## src/design/atilt_pkg.sv

```systemverilog
// Shared types, constants and the arctangent table function for the tilt angle core.
package atilt_pkg;

    localparam int SAMPLE_BITS_DEF   = 16;
    localparam int CORDIC_STAGES_DEF = 20;
    localparam int FRAC_BITS         = 27;
    localparam int GAIN_W            = 31;
    localparam int GAIN_FRAC         = 30;
    localparam int ANG_W             = 58;
    localparam int R_W               = 64;
    localparam int Q_BITS            = 7;
    localparam int DEG_W             = 8;
    localparam int DEG_RIGHT         = 90;
    localparam int DEG_PER_HALF_TURN = 180;

    localparam logic [GAIN_W-1:0] GAIN_Q30    = 31'd1768195363;
    localparam logic [63:0]       PI_Q60      = 64'h3243F6A8885A308D;
    localparam logic [R_W-1:0]    PI_Q54      = PI_Q60 >> 6;
    localparam logic [R_W-1:0]    HALF_PI_Q54 = PI_Q54 >> 1;

    typedef struct packed {
        logic neg;
        logic force_zero;
        logic force_ninety;
    } atilt_flags_t;

    // Elaboration-time arctangent of 2^-idx in Q54 radians. The Taylor terms are
    // truncated one by one, and each term comes from a shift-subtract division.
    function automatic logic [ANG_W-1:0] atan_q54(input int idx);
        logic [63:0] acc;
        logic [63:0] num;
        logic [63:0] term;
        logic [63:0] rem;
        logic [63:0] odd_v;
        int          k;
        int          drop;
        int          b;
        if (idx == 0) begin
            return ANG_W'(PI_Q60 >> 8);
        end
        acc  = '0;
        k    = 0;
        drop = idx;
        while (drop <= 54) begin
            num   = 64'd1 << (54 - drop);
            odd_v = 64'(2 * k + 1);
            term  = '0;
            rem   = '0;
            for (b = 63; b >= 0; b--) begin
                rem = {rem[62:0], num[b]};
                if (rem >= odd_v) begin
                    rem     = rem - odd_v;
                    term[b] = 1'b1;
                end
            end
            acc  = k[0] ? acc - term : acc + term;
            k    = k + 1;
            drop = idx * (2 * k + 1);
        end
        return acc[ANG_W-1:0];
    endfunction

endpackage

```

## src/design/atilt_angle_cell.sv

```systemverilog
// One vectoring CORDIC stage of the angle chain with its angle accumulator.
module atilt_angle_cell
    import atilt_pkg::*;
#(
    parameter int               W     = 47,
    parameter int               SHIFT = 0,
    parameter logic [ANG_W-1:0] ATAN  = '0
) (
    input  logic                    aclk,
    input  logic                    aresetn,
    input  logic                    en,
    input  logic                    valid_in,
    input  logic signed [W-1:0]     a_in,
    input  logic signed [W-1:0]     b_in,
    input  logic signed [ANG_W-1:0] z_in,
    input  atilt_flags_t            flags_in,
    output logic                    valid_out,
    output logic signed [W-1:0]     a_out,
    output logic signed [W-1:0]     b_out,
    output logic signed [ANG_W-1:0] z_out,
    output atilt_flags_t            flags_out
);

    logic                    valid_reg;
    logic signed [W-1:0]     a_reg;
    logic signed [W-1:0]     a_next;
    logic signed [W-1:0]     b_reg;
    logic signed [W-1:0]     b_next;
    logic signed [ANG_W-1:0] z_reg;
    logic signed [ANG_W-1:0] z_next;
    atilt_flags_t            flags_reg;

    always_comb begin
        if (!b_in[W-1]) begin
            a_next = a_in + (b_in >>> SHIFT);
            b_next = b_in - (a_in >>> SHIFT);
            z_next = z_in + $signed(ATAN);
        end else begin
            a_next = a_in - (b_in >>> SHIFT);
            b_next = b_in + (a_in >>> SHIFT);
            z_next = z_in - $signed(ATAN);
        end
    end

    always_ff @(posedge aclk) begin
        if (!aresetn) begin
            valid_reg <= 1'b0;
        end else if (en) begin
            valid_reg <= valid_in;
        end
    end

    always_ff @(posedge aclk) begin
        if (en) begin
            a_reg     <= a_next;
            b_reg     <= b_next;
            z_reg     <= z_next;
            flags_reg <= flags_in;
        end
    end

    assign valid_out = valid_reg;
    assign a_out     = a_reg;
    assign b_out     = b_reg;
    assign z_out     = z_reg;
    assign flags_out = flags_reg;

endmodule

```

## config.mk

```make
export PLATFORM = sky130hd
export DESIGN_NAME = atilt_angle_cell
export DESIGN_NICKNAME = d
export VERILOG_FILES = /design/src/design/atilt_pkg.sv /design/src/design/atilt_angle_cell.sv
export SDC_FILE = /design/constraint.sdc
export NUM_CORES = 1
export LEC_CHECK = 0
export ABC_CLOCK_PERIOD_IN_PS = 4100
export BUFFER_PORTS_ARGS = -buffer_cell sky130_fd_sc_hd__buf_2
export CORE_ASPECT_RATIO = 1.4
export CORE_UTILIZATION = 56
export DETAILED_ROUTE_END_ITERATION = 8
export PLACE_DENSITY = 0.83
export SETUP_SLACK_MARGIN = 0.1
export SLEW_MARGIN = 20
export SYNTH_ARGS = -nofsm -noshare
export SYNTH_HDL_FRONTEND = slang
export SYNTH_SLANG_ARGS = --single-unit
export TNS_END_PERCENT = 100
```

## constraint.sdc

```tcl
create_clock -name aclk -period 4.1 [get_ports aclk]
set_input_delay 0.41 -clock aclk [delete_from_list [all_inputs] [get_ports aclk]]
set_output_delay 0.41 -clock aclk [all_outputs]
set_load 0.01 [all_outputs]
```

[Word-level counts from Yosys, hierarchy flattened]
Index checks and enable logic that the tools add are counted.
Storage, ports and cells
  bits in registers: 156
Operators by class
  add/subtract/negate cells: 3
  muxes and demuxes: 2
Operator list (count)
  47-bit two-way mux: 2
  47-bit subtractor: 2
  47-bit adder: 1

[Logic depth before layout (Yosys ltp)]
  word-level depth: 2
  gate-level depth with buffers: 14

[Least setup slack after synthesis]
OpenSTA, ideal clock, no wires.
  path type: input -> register
  start: input port a_in[0]
  end: register a_reg[46], in the netlist a_out[46], data pin
  setup time: 0.263 ns
  data arrival time: 2.847 ns
  data required time: 3.837 ns
  path slack: 0.990 ns
  stages on the path: 13
  path buffers: 1
  cell sequence: ha_1 > fa_1 > nor2b_2 > o211ai_2 > a31oi_1 > or2_1 > buf_6 > a2111oi_4 > o21ai_2 > o22ai_4 > nor2_2 > o41ai_2 > xnor2_1
On the way
  word-level cells in the longest chain between the ends: 2
  elaborated cells on any way between the ends: 3
RTL lines
  start: declaration: line atilt_angle_cell.sv:13  | input logic signed [W-1:0] a_in,
  47-bit adder or 47-bit subtractor (tied branches): line atilt_angle_cell.sv:35, atilt_angle_cell.sv:39
  47-bit two-way mux *: line atilt_angle_cell.sv:34  | if (!b_in[W-1]) begin
  named net a_next[46]: line atilt_angle_cell.sv:26  | logic signed [W-1:0] a_next;
  end signal: assignment: line atilt_angle_cell.sv:55  | a_reg <= a_next;
  end: declaration: line atilt_angle_cell.sv:25  | logic signed [W-1:0] a_reg;
The timed path passes the listed nets; every way through them passes the cells marked *.
A chain may end at the register's enable or synchronous reset.

[Worst setup path in the final report]
  start: input port a_in[4]
  end: register a_reg[42], in the netlist a_out[42], data pin
The elaborated chain is that of the path after synthesis.

==> impl_metrics.yaml <==
global_routing:
  grt-ovfl-total: 0
  busiest_layer: "met2"
  grtUsageTotal_pct: 38.6
  use_met2_pct: 70.0
  antenna_found_initial: 1
  grt_start_max_net_pins: 103
  met3_usage_pct: 4.74
  use_met1_pct: 40.6
  grt_pass1_wl_um: 70900
  grt_pass1_vias: 12800
clocking:
  cts_resized: 0
  cts_buffers: 17
  cts-htree-levels: 4
  cts_post_setup_buffers_inserted: 0
  cts_hold_buf: 0
  clk_latency_ns: 0.43
  clockBufferDepth: 2
  cts.sinks: 155
  clk_pin_slew_ns: 0.06
  clockRootBuffer: "clkbuf_16"
  cts_tree: "done"
worst_hold_path:
  hold_class: "input port to flop"
  min_path_cells: 1
timing:
  report.final.slew_viol_count: 0
  min_period_ns: 3.69
  setup_viol: 0
  skew_ns: 0
  worst_pin_slew_ns: 1.06
  slew_headroom_pct: 28.4
  fmaxAchievable_mhz: 271
  tns_ns: 0
  hold_violations: 0
  grt_setup_unrepaired: "false"
  post-route-period-util_pct: 90.0
logic_synthesis:
  synth-seq-cells: 155
  ys_warn_count: 0
  synthArstFlopShare_pct: 0
  synth_common_cells: "a21oi_1 (199), edfxtp_1 (154), inv_1 (140)"
  synth_ff_type: "edfxtp_1"
  yosysSeqAreaShare_pct: 35.2
  ys_types: 80
  yosys.cell_count.top_type: "a21oi_1"
  synth_top_area_share_pct: 35.1
  synth_area_um2: 13200
  synth_nets: 1795
  syn_area_per_cell_um2: 8.82
  synth.largest_area_cell: "edfxtp_1"
  synth_edf_count: 154
  synth_area_leaders: "edfxtp_1 (35%), ha_1 (13%), a21oi_1 (7.6%), xnor2_1 (5.7%), inv_1 (4.0%)"
  syn_inst: 1495
final_layout:
  register_area_um2: 4640
  syn_to_final_growth_pct: 19.6
  final_nets: 2108
  multi_input_area_um2: 7680
  nFillCells: 1918
  layout-drive-gt1-share_pct: 23.3
  final_cells: 2128
drt:
  drc_errors: 0
  via_per_inst: 6.11
  firstDrtPassIters: 6
  wirelength_um: 46900
  drtAntennaViolNets: 0
  wl_per_cell_um: 22.1
  dr.first_iter.drc_count: 1048
  num_vias: 13000
setup_path:
  crit_slowest_cell: "o31ai_1"
  path_common_cell: "a21oi_1"
  crit_path_end_kind: "flop"
  cp.arrival_ns: 3.87
  start_kind: "input port"
  crit_family: "compound AO/OA/AOI/OAI gates"
  crit_chain: "buf_2 > inv_1 > ha_1 > a21oi_1 > o21ba_1 > a21oi_1 > o31ai_1 > a211oi_2 > nor2_1 > o21a_1 > o211ai_1 > o21ai_1 > xnor2_1"
  path_buf_inv: 2
  cp_max_fo: 9
  rrSetupSlack_ns: 3.45
  required_ns: 4.28
  path_class: "input port to flop"
  cp_num_cells: 13
  slowest_delay_ns: 0.91
  reg2reg_depth: 2
die:
  core-area_um2: 23200
  die_x_um: 132
  io_pins: 315
  fp.dieH_um: 184
  start_util_pct: 56.8
  row_count: 66
  dieArea_um2: 24200
placement:
  portBuffers: 314
  hpwl_um: 37900
  dpl.cell_count: 2095
  gp_congestion: 1.05
run:
  drv_cap: 0
power:
  peakVddDrop_mv: 0.307
  leakagePower_nw: 7.13
  p_per_area_nw_per_um2: 357
status:
  outcome: "completed"
[cell type report]
class / instances / share of cell area (%)
Timing Repair Buffer: 360 / 12.3
Clock inverter: 14 / 0.865
Multi-Input combinational cell: 1125 / 48.7
Inverter: 149 / 3.55
Sequential cell: 155 / 29.5
Antenna cell: 1 / 0.0159
Clock buffer: 18 / 2.72
Tap cell: 306 / 2.43
[stage by stage]
stage	utilization (%)	hold slack, ns	setup slack (ns)	cell area, µm²	power (mW)
global placement	65.5	0.493	0.234	15200	4.04
floorplan	-	0.509	0.990	13200	3.28
detailed placement	65.5	0.563	0.189	15200	4.06
finish	68.0	0.143	0.410	15800	5.63
CTS	67.9	0.137	0.638	15800	5.60
global route	68.0	0.136	0.439	15800	5.84
[registers in the layout, summed over array words and instances, names as in the netlist]
signal and count:
a_out 47, b_out 46, flags_out 3, valid_out 1, z_out 58
[metal layers]
metal / part of all wire, % / vias to the layer above
li1: - / 5981
met1: 35 / 6068
met2: 50 / 742
met3: 6.5 / 206
met4: 8.2 / 0
met5: 0 / -
[logic make-up after synthesis]
group           synth area share, %
compound gates                 24.0
xor+xnor                       5.98
fa+ha+maj                      13.5
buf+inv                        6.58
flops                          35.2
mux                            1.91
simple gates                   12.8
[final timing paths]
path                       end         from
setup reg to reg     valid_out    valid_out
hold / removal    flags_out[2]  flags_in[2]
setup / recovery     a_out[42]      a_in[4]
hold reg to reg      valid_out    valid_out
[report_power, final]
group	switching (mW)	total, mW	internal [mW]
Clock	0.705	1.55	0.849
Sequential	0.0664	2.09	2.03
Combinational	1.25	1.99	0.735
[placed cells by master (no fill, tap or decap), drive strengths merged, types with 11 or more instances in the layout]
| cell | Yosys | final |
|---|---|---|
| o21ai | 104 | 104 |
| o211ai | 15 | 15 |
| nor2b | 14 | 14 |
| nor2 | 136 | 136 |
| a21oi | 202 | 202 |
| xnor2 | 86 | 86 |
| o31ai | 16 | 16 |
| nand3 | 20 | 20 |
| clkbuf | 31 | 18 |
| nor3 | 34 | 34 |
| a31oi | 11 | 11 |
| inv | 147 | 153 |
| buf | 35 | 360 |
| mux2i | 24 | 24 |
| edfxtp | 154 | 154 |
| o21bai | 39 | 39 |
| a21o | 33 | 33 |
| nand2 | 89 | 89 |
| ha | 138 | 138 |
| a211oi | 18 | 18 |
| nand4 | 27 | 27 |
(Power assumes the default switching activity.)
