File: config.mk
export PLATFORM = sky130hd
export DESIGN_NAME = atilt_div_cell
export DESIGN_NICKNAME = d
export VERILOG_FILES = /design/src/design/atilt_pkg.sv /design/src/design/atilt_div_cell.sv
export SDC_FILE = /design/constraint.sdc
export NUM_CORES = 1
export LEC_CHECK = 0
export ABC_AREA = 0
export BUFFER_PORTS_ARGS = -buffer_cell sky130_fd_sc_hd__buf_2
export CORE_AREA = 2 2 106 108
export CTS_BUF_LIST = sky130_fd_sc_hd__clkbuf_4 sky130_fd_sc_hd__clkbuf_8 sky130_fd_sc_hd__clkbuf_16
export CTS_CLUSTER_DIAMETER = 30
export CTS_CLUSTER_SIZE = 30
export DETAILED_ROUTE_END_ITERATION = 6
export DIE_AREA = 0 0 108 110
export PLACE_DENSITY = 0.62
export SKIP_CTS_REPAIR_TIMING = 1
export SKIP_LAST_GASP = 1
export SYNTH_ARGS = -nofsm -noshare
export SYNTH_HDL_FRONTEND = slang
export SYNTH_SLANG_ARGS = --single-unit
File: constraint.sdc
create_clock -name aclk -period 2.5 [get_ports aclk]
set_input_delay 0.125 -clock aclk [delete_from_list [all_inputs] [get_ports aclk]]
set_output_delay 0.125 -clock aclk [all_outputs]
set_load 0.01 [all_outputs]
File: src/design/atilt_pkg.sv
// Shared types, constants and the arctangent table function for the tilt angle core.
package atilt_pkg;

    localparam int SAMPLE_BITS_DEF   = 16;
    localparam int CORDIC_STAGES_DEF = 20;
    localparam int FRAC_BITS         = 27;
    localparam int GAIN_W            = 31;
    localparam int GAIN_FRAC         = 30;
    localparam int ANG_W             = 58;
    localparam int R_W               = 64;
    localparam int Q_BITS            = 7;
    localparam int DEG_W             = 8;
    localparam int DEG_RIGHT         = 90;
    localparam int DEG_PER_HALF_TURN = 180;

    localparam logic [GAIN_W-1:0] GAIN_Q30    = 31'd1768195363;
    localparam logic [63:0]       PI_Q60      = 64'h3243F6A8885A308D;
    localparam logic [R_W-1:0]    PI_Q54      = PI_Q60 >> 6;
    localparam logic [R_W-1:0]    HALF_PI_Q54 = PI_Q54 >> 1;

    typedef struct packed {
        logic neg;
        logic force_zero;
        logic force_ninety;
    } atilt_flags_t;

    // Elaboration-time arctangent of 2^-idx in Q54 radians. The Taylor terms are
    // truncated one by one, and each term comes from a shift-subtract division.
    function automatic logic [ANG_W-1:0] atan_q54(input int idx);
        logic [63:0] acc;
        logic [63:0] num;
        logic [63:0] term;
        logic [63:0] rem;
        logic [63:0] odd_v;
        int          k;
        int          drop;
        int          b;
        if (idx == 0) begin
            return ANG_W'(PI_Q60 >> 8);
        end
        acc  = '0;
        k    = 0;
        drop = idx;
        while (drop <= 54) begin
            num   = 64'd1 << (54 - drop);
            odd_v = 64'(2 * k + 1);
            term  = '0;
            rem   = '0;
            for (b = 63; b >= 0; b--) begin
                rem = {rem[62:0], num[b]};
                if (rem >= odd_v) begin
                    rem     = rem - odd_v;
                    term[b] = 1'b1;
                end
            end
            acc  = k[0] ? acc - term : acc + term;
            k    = k + 1;
            drop = idx * (2 * k + 1);
        end
        return acc[ANG_W-1:0];
    endfunction

endpackage

File: src/design/atilt_div_cell.sv
// One restoring division step that turns the scaled angle into one quotient bit of degrees.
module atilt_div_cell
    import atilt_pkg::*;
#(
    parameter int BIT = 0
) (
    input  logic              aclk,
    input  logic              aresetn,
    input  logic              en,
    input  logic              valid_in,
    input  logic [R_W-1:0]    r_in,
    input  logic [Q_BITS-1:0] q_in,
    input  atilt_flags_t      flags_in,
    output logic              valid_out,
    output logic [R_W-1:0]    r_out,
    output logic [Q_BITS-1:0] q_out,
    output atilt_flags_t      flags_out
);

    localparam logic [R_W-1:0] DIV_STEP = PI_Q54 << BIT;

    logic              valid_reg;
    logic [R_W-1:0]    r_reg;
    logic [R_W-1:0]    r_next;
    logic [Q_BITS-1:0] q_reg;
    logic [Q_BITS-1:0] q_next;
    atilt_flags_t      flags_reg;

    always_comb begin
        if (r_in >= DIV_STEP) begin
            r_next = r_in - DIV_STEP;
            q_next = q_in | (Q_BITS'(1) << BIT);
        end else begin
            r_next = r_in;
            q_next = q_in;
        end
    end

    always_ff @(posedge aclk) begin
        if (!aresetn) begin
            valid_reg <= 1'b0;
        end else if (en) begin
            valid_reg <= valid_in;
        end
    end

    always_ff @(posedge aclk) begin
        if (en) begin
            r_reg     <= r_next;
            q_reg     <= q_next;
            flags_reg <= flags_in;
        end
    end

    assign valid_out = valid_reg;
    assign r_out     = r_reg;
    assign q_out     = q_reg;
    assign flags_out = flags_reg;

endmodule
Word-level counts from Yosys, hierarchy flattened:

Index checks and enable logic that the tools add are counted.

* input bits: 78
* word-level logic and storage cells: 10
* register bits: 75
* output and inout bits: 75

* $add $sub $neg: 1
* order comparisons: 1
* multiplexer cells: 1

Operator list (count)
* greater-or-equal comparator 64 x 56 -> 1 bit, second input constant: 1
* two-way mux 64 bit: 1
* subtractor 64 x 56 -> 64 bit, second input constant: 1

Longest topological paths before layout:

Gate-level depths: netlist of run 1.

* word-level depth: 2
* depth in mapped cells: 9
* depth with buffers taken out: 8

Least setup slack after synthesis of run 1:

Ideal clock, no wire load.

* path type: input -> register
* from: input r_in[47]
* to: register r_reg[61], in the netlist r_out[61], data pin
* setup slack: 0.256 ns
* required time: 2.240 ns
* library setup time: 0.260 ns
* arrival time: 1.984 ns
* cell stages on the path: 8
* path buffers: 2
* cell sequence: clkbuf_1 nor4_4 o21ai_0 a2111oi_2 and2_4 buf_6 nor2_1 mux2_2

* word-level cells in the longest chain between the ends: 2
* elaborated cells on any way between the ends: 3
* those cells by class: 1 x add/sub; 1 x order compare; 1 x mux

RTL lines
* start, declared: line atilt_div_cell.sv:11 `input logic [R_W-1:0] r_in,`
* subtractor 64 x 56 -> 64 bit / greater-or-equal comparator 64 x 56 -> 1 bit (equally long branches): line atilt_div_cell.sv:31, atilt_div_cell.sv:30
* two-way mux 64 bit (*): line atilt_div_cell.sv:30 `if (r_in >= DIV_STEP) begin`
* named net r_next[61]: line atilt_div_cell.sv:24 `logic [R_W-1:0] r_next;`
* end signal, assigned: line atilt_div_cell.sv:49 `r_reg <= r_next;`
* end, declared: line atilt_div_cell.sv:23 `logic [R_W-1:0] r_reg;`

Mark *: on every way through the listed nets, which the timed path passes. The rest lies on a longest branch.
A chain may end at the register's enable or synchronous reset.

Final worst setup path of run 1:

* from: input r_in[58]
* to: register r_reg[28], in the netlist r_out[28], data pin

* word-level cells in the longest chain between the ends: 2

RTL lines (line)
* greater-or-equal comparator 64 x 56 -> 1 bit: atilt_div_cell.sv:30
* two-way mux 64 bit: atilt_div_cell.sv:30
* named net r_next[28]: atilt_div_cell.sv:24

The timed path passes the listed nets, and every way through them passes these cells.

==> impl_summary.log, run 1 <==
INFO  metric crit_path_end_kind = register
INFO  metric synth_top_area_share = 52.4%
INFO  metric hold_path.class = primary input to register
INFO  metric skew = 0 ns
INFO  metric tightestPinTransition = 0.461 ns
INFO  metric clk_root_buffer_cell = clkbuf_8
INFO  metric pwr_density_cell = 539 nW/um^2
INFO  metric placed_cells = 699
INFO  metric yosysTopAreaCell = edfxtp_1
INFO  metric cts_buffers = 9
INFO  metric timing.critical_path.fanout_max = 21
INFO  metric cp.required = 2.59 ns
INFO  metric route.detailed.drc = 0
INFO  metric cts_max_path_buffers = 2
INFO  metric slew_viol_final = 0
INFO  metric first_global_vias = 3649
INFO  metric tritoncts_clock_tree = done
INFO  metric yosysUniqueCellTypes = 64
INFO  metric fin_nets = 660
INFO  metric synth_nets = approximately 470
INFO  metric report.final.hold_viol_count = 0
INFO  metric power = a little over 3 mW
INFO  metric final.fill_count = around 1000
INFO  metric detailedPlacementHpwl = 8.47 mm
INFO  metric leakage = 2.33 nW
INFO  metric yosysSeqAreaShare = between 50% and 60%
INFO  metric route.detailed.wl_per_inst = ~16 um
INFO  metric biggest_area_contributors_in_the_synthesized_netlist = edfxtp_1 (52%), xnor2_1 (7.2%), xor2_1 (5.2%), nor2_1 (3.0%), nand2_1 (2.8%)
INFO  metric grt_overflow_total = 0
INFO  metric portBuffers = between 150 and 200
INFO  metric drt_wl_total = roughly 11 mm
INFO  metric grt.total_usage = between 10% and 20%
INFO  metric critical_path_class = primary input to register
INFO  metric drtAntennaViolNets = 0
INFO  metric die_h = around 110 um
INFO  metric final-instance-count-excl-fill = 726
INFO  metric max_cap_viol_count = 0
INFO  metric largest_family_of_logic_cells_by_synthesized_area = simple AND/OR/NAND/NOR gates
INFO  metric syn-mean-instance-area = 11.0 um^2
INFO  metric met2WireLength = 5.40 mm
INFO  metric h-tree-depth = 3
INFO  metric synth_top_flop_cell = edfxtp_1
INFO  metric design.portCount = 153
INFO  metric areaGrowthSynthToFinish = 34.8%
INFO  metric global_route_wire_length_before_repair = 17.7 mm
INFO  metric insertedDiodeCount = 0
INFO  metric yosys_warnings = 0
INFO  metric critical_path_arrival = 2.27 ns
INFO  metric timing.max_slew.rel_slack = around 69%
INFO  metric share_of_cells_above_drive_strength_1 = roughly 38%
INFO  metric finalSetupViolCount = 0
INFO  metric floorplan.die.width = about 110 um
INFO  metric cts.reportedPaths.clkPinSlew = about 0.08 ns
INFO  metric basic_gate_share_of_the_synthesized_area_counting_and_or_nand_and_nor_cells = 16.8%
INFO  metric synth-compound-area-share = 14.0%
INFO  metric placementRows = 38
INFO  metric routed.top_layer = met4
INFO  metric met3_length = approximately 720 um
INFO  metric cells_after_synth = 386
INFO  metric grt_max_degree = 44
INFO  metric design_area = roughly 5700 um^2
INFO  metric routed-via-count = 3766
INFO  metric drtIter0Drc = 194
INFO  metric place_area = 5410 um^2
INFO  metric synth_enable_flop_cells = 74
INFO  metric timing.critical_path.from_type = primary input
INFO  metric synth_adder_area_share = 0.295%
INFO  metric tns = 0 ns
INFO  metric dieArea = 11900 um^2
INFO  metric vdd_drop_max = between 200 and 300 uV
INFO  metric insertion_delay = 0.35 ns
INFO  metric outcome = finished clean
INFO  metric rsz0062_at_grt = no
INFO  metric routed_via_density = approximately 5.2
INFO  metric post_synth_xor_area_fraction = 12.4%
INFO  metric max_freq = 460 MHz
INFO  metric combined_area_of_all_synthesized_cells = 4240 um^2
INFO  metric fin_crit_sh = 87.0%
INFO  metric initial_utilization = 39.6%
INFO  metric fp.coreArea = roughly 11000 um^2
INFO  metric timing.final.crit_period = 2.18 ns
INFO  metric drtPass1Iterations = 4
INFO  metric synth_seq_cells = 75
INFO  metric gp_congestion = 0.837
INFO  metric muxShareOfSynthArea = 0.768%
INFO  metric antenna_found_initial = 0
INFO  metric async_reset_ff_share = 0%
INFO  metric routed_length_on_met1 = 4.99 mm
INFO  metric cts.sinks = 75
## stage by stage
step / util (%) / hold WS [ns] / worst slack, ns
finish: 53.4 / 0.0276 / 0.324
global route: 53.4 / 0.0346 / 0.152
global placement: 50.6 / 0.301 / -0.00594
CTS: 52.4 / -0.0745 / 0.355
detailed placement: 50.6 / 0.305 / -0.0275
floorplan: - / 0.224 / 0.256
## sequential cells by signal, summed over array words and instances, names as in the netlist
name       cells
q_out          7
flags_out      3
r_out         64
valid_out      1
## cells by family after synthesis
kind of cell             after synthesis
AO/OA/AOI/OAI                         84
AND/OR/NAND/NOR                      136
buffers and inverters                 27
multiplexers                           3
flip-flops                            75
adder cells (fa/ha/maj)                1
XOR/XNOR                              60
## synthesized netlist by cell type, drive strengths merged (3+ instances only)
master,instances
a211o,3
a211oi,6
buf,6
nand2,33
o311ai,3
o41ai,3
o21ai,15
xor2,25
a21oi,21
or2,4
edfxtp,74
nor2,34
a31oi,4
o211ai,3
o21bai,3
nand3,13
nand4,7
a21o,4
o31ai,4
inv,11
clkbuf,10
nor3,13
nand3b,3
or3,4
nand4b,3
xnor2,35
o2111ai,3
nor4,6
## cells in the final DEF (no fill, tap or decap), types with 4 or more instances in the layout
| cell | netlist | layout |
|---|---|---|
| a211oi_1 | 6 | 6 |
| a21o_1 | 4 | 4 |
| a21oi_1 | 21 | 21 |
| a31oi_1 | 4 | 4 |
| buf_2 | 3 | 151 |
| buf_4 | 2 | 35 |
| clkbuf_8 | 0 | 9 |
| dlygate4sd3_1 | 0 | 11 |
| edfxtp_1 | 74 | 74 |
| inv_1 | 11 | 11 |
| nand2_1 | 32 | 32 |
| nand3_1 | 13 | 13 |
| nand4_1 | 7 | 7 |
| nor2_1 | 34 | 34 |
| nor3_1 | 12 | 12 |
| nor4_1 | 5 | 5 |
| o21ai_0 | 13 | 13 |
| or2_2 | 4 | 4 |
| or3_1 | 4 | 4 |
| xnor2_1 | 35 | 35 |
| xor2_1 | 25 | 25 |
## layer usage
layer | GRT usage, % | up-vias
met5 | 0 | -
met4 | 8.24 | 0
met3 | 4.41 | 17
met2 | 31.0 | 124
met1 | 25.1 | 1790
li1 | - | 1835
## critical path, cell delays in order
cell and delay (ns):
buf_2 0.10, or4_1 0.58, nor3_1 0.25, nand2b_1 0.15, a2111oi_2 0.29, buf_4 0.18
and2_4 0.17, buf_12 0.17, a311oi_1 0.08, xor2_1 0.17
## worst paths after layout
kind	from	endpoint	slack, ns	depth (start not counted)
max	r_in[58]	r_out[28]	0.32	10
min	valid_in	valid_out	0.03	3
max reg2reg	valid_out	valid_out	1.91	2
min reg2reg	valid_out	valid_out	0.52	2
## power by group
part           internal [mW]  total, mW  switching, mW
clock network          0.464      0.916          0.452
registers               1.53       1.56         0.0285
logic                  0.267      0.600          0.333
## cell type report
cell class	instances	area [um^2]	share of cell area, %
clock buffer	10	131	2.30
clock inverter	6	56.3	0.986
inverter	11	41.3	0.723
multi-input combinational	284	1880	32.8
sequential	75	2240	39.3
tap	140	175	3.07
timing repair buffer	200	1190	20.8
Note: power is estimated with default switching activity, not from simulation.
==> inputs of run 2 (changes only) <==
--- a/config.mk
+++ b/config.mk
@@ -13,7 +13,7 @@
 export CTS_CLUSTER_SIZE = 30
 export DETAILED_ROUTE_END_ITERATION = 6
 export DIE_AREA = 0 0 108 110
-export PLACE_DENSITY = 0.62
+export PLACE_DENSITY = 0.69
 export SKIP_CTS_REPAIR_TIMING = 1
 export SKIP_LAST_GASP = 1
 export SYNTH_ARGS = -nofsm -noshare
==> run 2 against run 1 <==
Compared with the run above:
- total power grew 7.4%
- worst hold slack lost 0.040 ns
- largest cell class unchanged
- sequential share of layout area increased by 0.14 points
- combinational power fell by 2%
- the run now ends with hold timing left
- via count shrank 1.4%
- non-clock buffer count shrank 10
- sequential power hardly changed
- final cell count fell by 1.4%
- global-route usage hardly changed
- die area is the same
- largest power group unchanged
- highest routed layer unchanged
==> impl_summary.log, run 2 (synthesized netlist as in run 1, its figures left out) <==
INFO  metric max_freq = 463 MHz (was 460 MHz)
INFO  metric slew_viol_final = 0 (unchanged)
INFO  metric placementRows = 38 (unchanged)
INFO  metric gp_congestion = 0.867 (was 0.837)
INFO  metric detailedPlacementHpwl = 8.70 mm (was 8.47 mm)
INFO  metric rsz0062_at_grt = no (unchanged)
INFO  metric cts.sinks = 75 (unchanged)
INFO  metric portBuffers = 152 (unchanged)
INFO  metric h-tree-depth = 3 (unchanged)
INFO  metric tightestPinTransition = 0.486 ns (was 0.461 ns)
INFO  metric share_of_cells_above_drive_strength_1 = 37.0% (was 37.7%)
INFO  metric reg_to_reg_critical_path_endpoint = valid_out (unchanged)
INFO  metric leakage = 2.30 nW (was 2.33 nW)
INFO  metric grt_overflow_total = 0 (unchanged)
INFO  metric timing.critical_path.slowest_cell_delay = 0.57 ns (was 0.58 ns)
INFO  metric ff2ff_setup_slack = 1.88 ns (was 1.91 ns)
INFO  metric floorplan.die.width = 108 um (unchanged)
INFO  metric cts_buffers = 9 (unchanged)
INFO  metric crit_path_cell_trace = buf_2, or4_1, nor3_1, nand2b_1, a2111oi_2, buf_4, and2_4, buf_12, a211oi_1, xor2_1 (was buf_2, or4_1, nor3_1, nand2b_1, a2111oi_2, buf_4, and2_4, buf_12, a311oi_1, xor2_1)
INFO  metric grt_max_degree = 73 (was 44)
INFO  metric outcome = complete, but fails checks (was finished clean)
INFO  metric drtPass1Iterations = 5 (was 4)
INFO  metric clk_root_buffer_cell = clkbuf_8 (unchanged)
INFO  metric timing.final.crit_period = 2.16 ns (was 2.18 ns)
INFO  metric power = 3.30 mW (was 3.08 mW)
INFO  metric die_h = 110 um (unchanged)
INFO  metric crit_path_end_kind = register (unchanged)
INFO  metric timing.critical_path.slowest_stage_cell = or4_1 (unchanged)
INFO  metric cts_max_path_buffers = 2 (unchanged)
INFO  metric drt_wl_total = 11.5 mm (was 11.3 mm)
INFO  metric max_cap_viol_count = 0 (unchanged)
INFO  metric timing.reg2reg.worst_path_depth = 2 (unchanged)
INFO  metric fin_worst_hold_slack = -0.0125 ns (was 0.0276 ns)
INFO  metric report.final.hold_viol_count = 1 (was 0)
INFO  metric areaGrowthSynthToFinish = 34.3% (was 34.8%)
INFO  metric tritoncts_clock_tree = done (unchanged)
INFO  metric global_route_wire_length_before_repair = 17.6 mm (was 17.7 mm)
INFO  metric fin_nets = 650 (was 660)
INFO  metric drtAntennaViolNets = 0 (unchanged)
INFO  metric mostFrequentLayoutCells = buf_2 (151), edfxtp_1 (74), xnor2_1 (35) (was buf_2 (151), edfxtp_1 (74), xnor2_1 (35), buf_4 (35), nor2_1 (34))
INFO  metric worstHoldStart = aresetn (was valid_in)
INFO  metric design.portCount = 153 (unchanged)
INFO  metric dieArea = 11900 um^2 (unchanged)
INFO  metric route.detailed.wl_per_inst = 16.1 um (was 15.6 um)
INFO  metric hold_path_end = valid_out (unchanged)
INFO  metric cp.required = 2.61 ns (was 2.59 ns)
INFO  metric violations = hold timing
INFO  metric timing.critical_path.fanout_max = 15 (was 21)
INFO  metric beginning_of_the_worst_register_to_register_path = valid_out (unchanged)
INFO  metric number_of_flip_flops_in_the_largest_register = 64 (unchanged)
INFO  metric pwr_density_cell = 581 nW/um^2 (was 539 nW/um^2)
INFO  metric fp.coreArea = 10700 um^2 (unchanged)
INFO  metric fin_crit_sh = 86.5% (was 87.0%)
INFO  metric critical_path_arrival = 2.27 ns (about the same)
INFO  metric finalSetupViolCount = 0 (unchanged)
INFO  metric route.detailed.drc = 0 (unchanged)
INFO  metric antenna_found_initial = 0 (unchanged)
INFO  metric cts.reportedPaths.clkPinSlew = 0.08 ns (about the same)
INFO  metric critical_path_class = primary input to register (unchanged)
INFO  metric worstHoldPathCells = 2 (was 3)
INFO  metric timing.max_slew.rel_slack = 67.3% (was 69.2%)
INFO  metric grt.total_usage = 19.3% (about the same)
INFO  metric insertedDiodeCount = 0 (unchanged)
INFO  metric layout.cells.most_common = buf_2 (unchanged)
INFO  metric timing.critical_path.from_type = primary input (unchanged)
INFO  metric routed-via-count = 3713 (was 3766)
INFO  metric hold_path.class = primary input to register (unchanged)
INFO  metric drtIter0Drc = 220 (was 194)
INFO  metric vdd_drop_max = 276 uV (was 271 uV)
INFO  metric routed_via_density = 5.19 (about the same)
INFO  metric insertion_delay = 0.36 ns (was 0.35 ns)
INFO  metric first_global_vias = 3623 (was 3649)
INFO  metric initial_utilization = 39.6% (unchanged)
INFO  metric skew = 0 ns (unchanged)
## run 2: cell type report
cell class | count | area [um^2]
fill | 983 | 5010
inverter | 11 | 41.3
clock buffer | 10 | 131
tap | 140 | 175
clock inverter | 6 | 114
multi-input combinational | 284 | 1880
timing repair buffer | 190 | 1110
sequential | 75 | 2240
## run 2: per-stage QoR
step           setup slack [ns]  area [um^2]  instances   TNS, ns  utilization, %
5_1_grt                   0.182         5690        716         0            53.2
3_5_place_dp           -0.00248         5350        690  -0.00248            50.0
4_1_cts                   0.341         5590        706         0            52.3
6_report                  0.339         5690        716         0            53.2
2_1_floorplan             0.256         4240        386         0               -
3_3_place_gp             0.0283         5350        690         0            50.0
## run 2: per-layer routing
| metal | vias to the layer above | global-route usage (%) | part of all wire, % |
|---|---|---|---|
| li1 | 1815 | - | - |
| met1 | 1734 | 25.1 | 44 |
| met4 | 0 | 8.79 | 2.4 |
| met3 | 19 | 3.82 | 6.8 |
| met2 | 145 | 31.2 | 47 |
| met5 | - | 0 | 0 |
## run 2: critical path, delay by kind of cell
family                 cells  cell delay, ns
AND/OR/NAND/NOR            4            1.16
buffers and inverters      3            0.45
AO/OA/AOI/OAI              2            0.36
XOR/XNOR                   1            0.16
## run 2: power breakdown
part,internal (mW),total [mW],switching [mW]
clock,0.676,1.15,0.475
combinational,0.257,0.590,0.333
sequential,1.53,1.56,0.0321
## run 2: how the worst max path moves through the flow
| stage | start | to | cells after the start |
|---|---|---|---|
| after floorplan | r_in[47] | r_out[61] | 8 |
| after global placement | r_in[20] | r_out[53] | 10 |
| after detailed placement | r_in[20] | r_out[23] | 9 |
| after CTS | r_in[58] | r_out[23] | 10 |
| after global routing | r_in[58] | r_out[23] | 10 |
| final | r_in[58] | r_out[23] | 10 |
==> inputs of run 3 (changes only) <==
--- a/config.mk
+++ b/config.mk
@@ -7,13 +7,13 @@
 export LEC_CHECK = 0
 export ABC_AREA = 0
 export BUFFER_PORTS_ARGS = -buffer_cell sky130_fd_sc_hd__buf_2
-export CORE_AREA = 2 2 106 108
+export CORE_AREA = 2 2 114 116
 export CTS_BUF_LIST = sky130_fd_sc_hd__clkbuf_4 sky130_fd_sc_hd__clkbuf_8 sky130_fd_sc_hd__clkbuf_16
 export CTS_CLUSTER_DIAMETER = 30
 export CTS_CLUSTER_SIZE = 30
 export DETAILED_ROUTE_END_ITERATION = 6
-export DIE_AREA = 0 0 108 110
-export PLACE_DENSITY = 0.69
+export DIE_AREA = 0 0 116 118
+export PLACE_DENSITY = 0.62
 export SKIP_CTS_REPAIR_TIMING = 1
 export SKIP_LAST_GASP = 1
 export SYNTH_ARGS = -nofsm -noshare
==> run 3 against run 2 <==
Compared with the run above:
- the flow now finishes without violations
- via count barely moved
- final cell count is 5.3% higher
- first-iteration DRC count rose by 5.0%
- critical path depth is 2 lower
- fmax rose by 0.63%
- count of clock-buffer cells in the layout fell by 1
- die area up 15%
- sequential cell count unchanged
- global-route usage decreased by 1.6 points
- worst setup slack better by 0.014 ns
- core utilization down 6.2 points
- clock power up 18%
- largest cell class unchanged
==> impl_summary.log, run 3 (synthesized netlist as in run 1, its figures left out) <==
INFO  metric outcome = finished clean (was complete, but fails checks)
INFO  metric pwr_density_cell = 604 nW/um^2 (was 581 nW/um^2)
INFO  metric worstHoldPathCells = 2 (unchanged)
INFO  metric floorplan.die.width = 116 um (was 108 um)
INFO  metric cts_max_path_buffers = 2 (unchanged)
INFO  metric tns = 0 ns (unchanged)
INFO  metric route.detailed.drc = 0 (unchanged)
INFO  metric route.detailed.wl_per_inst = 16.0 um (was 16.1 um)
INFO  metric place_area = 5420 um^2 (was 5350 um^2)
INFO  metric routed_via_density = 4.93 (was 5.19)
INFO  metric worstHoldStart = aresetn (unchanged)
INFO  metric cts.sinks = 75 (unchanged)
INFO  metric max_freq = 466 MHz (was 463 MHz)
INFO  metric initial_utilization = 34.1% (was 39.6%)
INFO  metric max_cap_viol_count = 0 (unchanged)
INFO  metric grt_max_degree = 43 (was 73)
INFO  metric drtPass1Iterations = 5 (unchanged)
INFO  metric vdd_drop_max = 271 uV (was 276 uV)
INFO  metric global_route_wire_length_before_repair = 18.9 mm (was 17.6 mm)
INFO  metric top_usage_layer = met2 (unchanged)
INFO  metric grt.total_usage = 17.7% (was 19.3%)
INFO  metric layout.cells.most_common = buf_2 (unchanged)
INFO  metric fin_crit_sh = 85.9% (was 86.5%)
INFO  metric tightestPinTransition = 0.618 ns (was 0.486 ns)
INFO  metric timing.max_slew.rel_slack = 58.4% (was 67.3%)
INFO  metric antenna_found_initial = 2 (was 0)
INFO  metric groute.layer.met2.usage = 28.1% (was 31.2%)
INFO  metric h-tree-depth = 3 (unchanged)
INFO  metric crit_path_end_kind = register (unchanged)
INFO  metric drt_wl_total = 12.1 mm (was 11.5 mm)
INFO  metric share_of_cells_above_drive_strength_1 = 37.2% (was 37.0%)
INFO  metric timing.critical_path.slowest_cell_delay = 0.54 ns (was 0.57 ns)
INFO  metric clk_root_buffer_cell = clkbuf_16 (was clkbuf_8)
INFO  metric hold_path.class = primary input to register (unchanged)
INFO  metric timing.reg2reg.worst_path_depth = 2 (unchanged)
INFO  metric tritoncts_clock_tree = done (unchanged)
INFO  metric grt_util_met3 = 2.57% (was 3.82%)
INFO  metric dieArea = 13700 um^2 (was 11900 um^2)
INFO  metric ff2ff_setup_slack = 1.91 ns (was 1.88 ns)
INFO  metric fp.coreArea = 12400 um^2 (was 10700 um^2)
INFO  metric timing.final.crit_period = 2.15 ns (was 2.16 ns)
INFO  metric critical_path_arrival = 2.21 ns (was 2.27 ns)
INFO  metric final.fill_count = 1226 (was 983)
INFO  metric placed_cells = 727 (was 690)
INFO  metric slew_viol_final = 0 (unchanged)
INFO  metric mostFrequentLayoutCells = buf_2 (151), edfxtp_1 (74), xnor2_1 (35) (unchanged)
INFO  metric hold_path_end = valid_out (unchanged)
INFO  metric timing.critical_path.fanout_max = 3 (was 15)
INFO  metric cts_buffers = 9 (unchanged)
INFO  metric drtAntennaViolNets = 0 (unchanged)
INFO  metric placementRows = 41 (was 38)
INFO  metric grt_overflow_total = 0 (unchanged)
INFO  metric number_of_flip_flops_in_the_largest_register = 64 (unchanged)
INFO  metric report.final.hold_viol_count = 0 (was 1)
INFO  metric final-instance-count-excl-fill = 754 (was 716)
INFO  metric routed-via-count = 3715 (was 3713)
INFO  metric crit_path_cell_trace = buf_2, or4_4, a211o_1, a32o_1, or2_2, o21ai_0, a211oi_1, xor2_1 (was buf_2, or4_1, nor3_1, nand2b_1, a2111oi_2, buf_4, and2_4, buf_12, a211oi_1, xor2_1)
INFO  metric first_global_vias = 3683 (was 3623)
INFO  metric design.portCount = 153 (unchanged)
INFO  metric fin_worst_hold_slack = 0.00824 ns (was -0.0125 ns)
INFO  metric timing.critical_path.from_type = primary input (unchanged)
INFO  metric portBuffers = 152 (unchanged)
INFO  metric detailedPlacementHpwl = 9.30 mm (was 8.70 mm)
INFO  metric cts.reportedPaths.clkPinSlew = 0.06 ns (was 0.08 ns)
INFO  metric insertion_delay = 0.33 ns (was 0.36 ns)
INFO  metric areaGrowthSynthToFinish = 37.7% (was 34.3%)
INFO  metric beginning_of_the_worst_register_to_register_path = valid_out (unchanged)
INFO  metric pre_cts_slack = -0.000464 ns (was -0.00248 ns)
INFO  metric design_area = 5830 um^2 (was 5690 um^2)
INFO  metric rsz0062_at_grt = no (unchanged)
INFO  metric finalSetupViolCount = 0 (unchanged)
INFO  metric die_h = 118 um (was 110 um)
INFO  metric cp.required = 2.56 ns (was 2.61 ns)
INFO  metric timing.final.ws_setup = 0.352 ns (was 0.339 ns)
INFO  metric leakage = 2.35 nW (was 2.30 nW)
INFO  metric skew = 0 ns (unchanged)
INFO  metric grtUsageMet1 = 24.0% (was 25.1%)
INFO  metric timing.critical_path.slowest_stage_cell = or4_4 (was or4_1)
INFO  metric drtIter0Drc = 231 (was 220)
INFO  metric reg_to_reg_critical_path_endpoint = valid_out (unchanged)
INFO  metric gp_congestion = 0.853 (was 0.867)
INFO  metric fin_nets = 655 (was 650)
INFO  metric critical_path_class = primary input to register (unchanged)
==> run 3: cell type report <==
| cell class | instances | area, um^2 | area share, % |
|---|---|---|---|
| Multi-Input combinational cell | 284 | 1880 | 32.1 |
| Inverter | 11 | 41.3 | 0.708 |
| Sequential cell | 75 | 2240 | 38.4 |
| Clock buffer | 9 | 225 | 3.86 |
| Antenna cell | 2 | 5.00 | 0.0858 |
| Timing Repair Buffer | 195 | 1150 | 19.7 |
| Clock inverter | 6 | 81.3 | 1.39 |
| Tap cell | 172 | 215 | 3.69 |
==> run 3: through the flow <==
stage                     util, %  power [mW]
after global routing         47.0        3.67
after CTS                    46.2        3.55
after global placement       43.7        2.18
after floorplan                 -        1.86
after detailed placement     43.7        2.18
final                        47.0        3.52
==> run 3: worst max-delay path by stage <==
stage	from	end	slack, ns	cells after the start
6_report	r_in[20]	r_out[36]	0.35	8
5_1_grt	r_in[4]	r_out[55]	0.21	9
4_1_cts	r_in[18]	r_out[36]	0.34	10
3_5_place_dp	r_in[18]	r_out[53]	-0.0005	10
3_3_place_gp	r_in[20]	r_out[18]	0.04	9
2_1_floorplan	r_in[47]	r_out[61]	0.26	8
==> run 3: critical path: cells and delay by family <==
family | cells | cell delay, ns
xor+xnor | 1 | 0.17
simple gates | 2 | 0.86
buf+inv | 1 | 0.11
compound gates | 4 | 0.95
==> run 3: per-layer routing <==
layer,up-vias,wire (um)
met5,-,0
met4,0,141
met3,9,563
met2,108,5750
met1,1770,5630
li1,1828,-
==> run 3: report_power, final <==
| part | switching, mW | leakage [nW] | internal [mW] |
|---|---|---|---|
| Combinational | 0.337 | 1.47 | 0.261 |
| Sequential | 0.0335 | 0.733 | 1.53 |
| Clock | 0.495 | 0.149 | 0.861 |
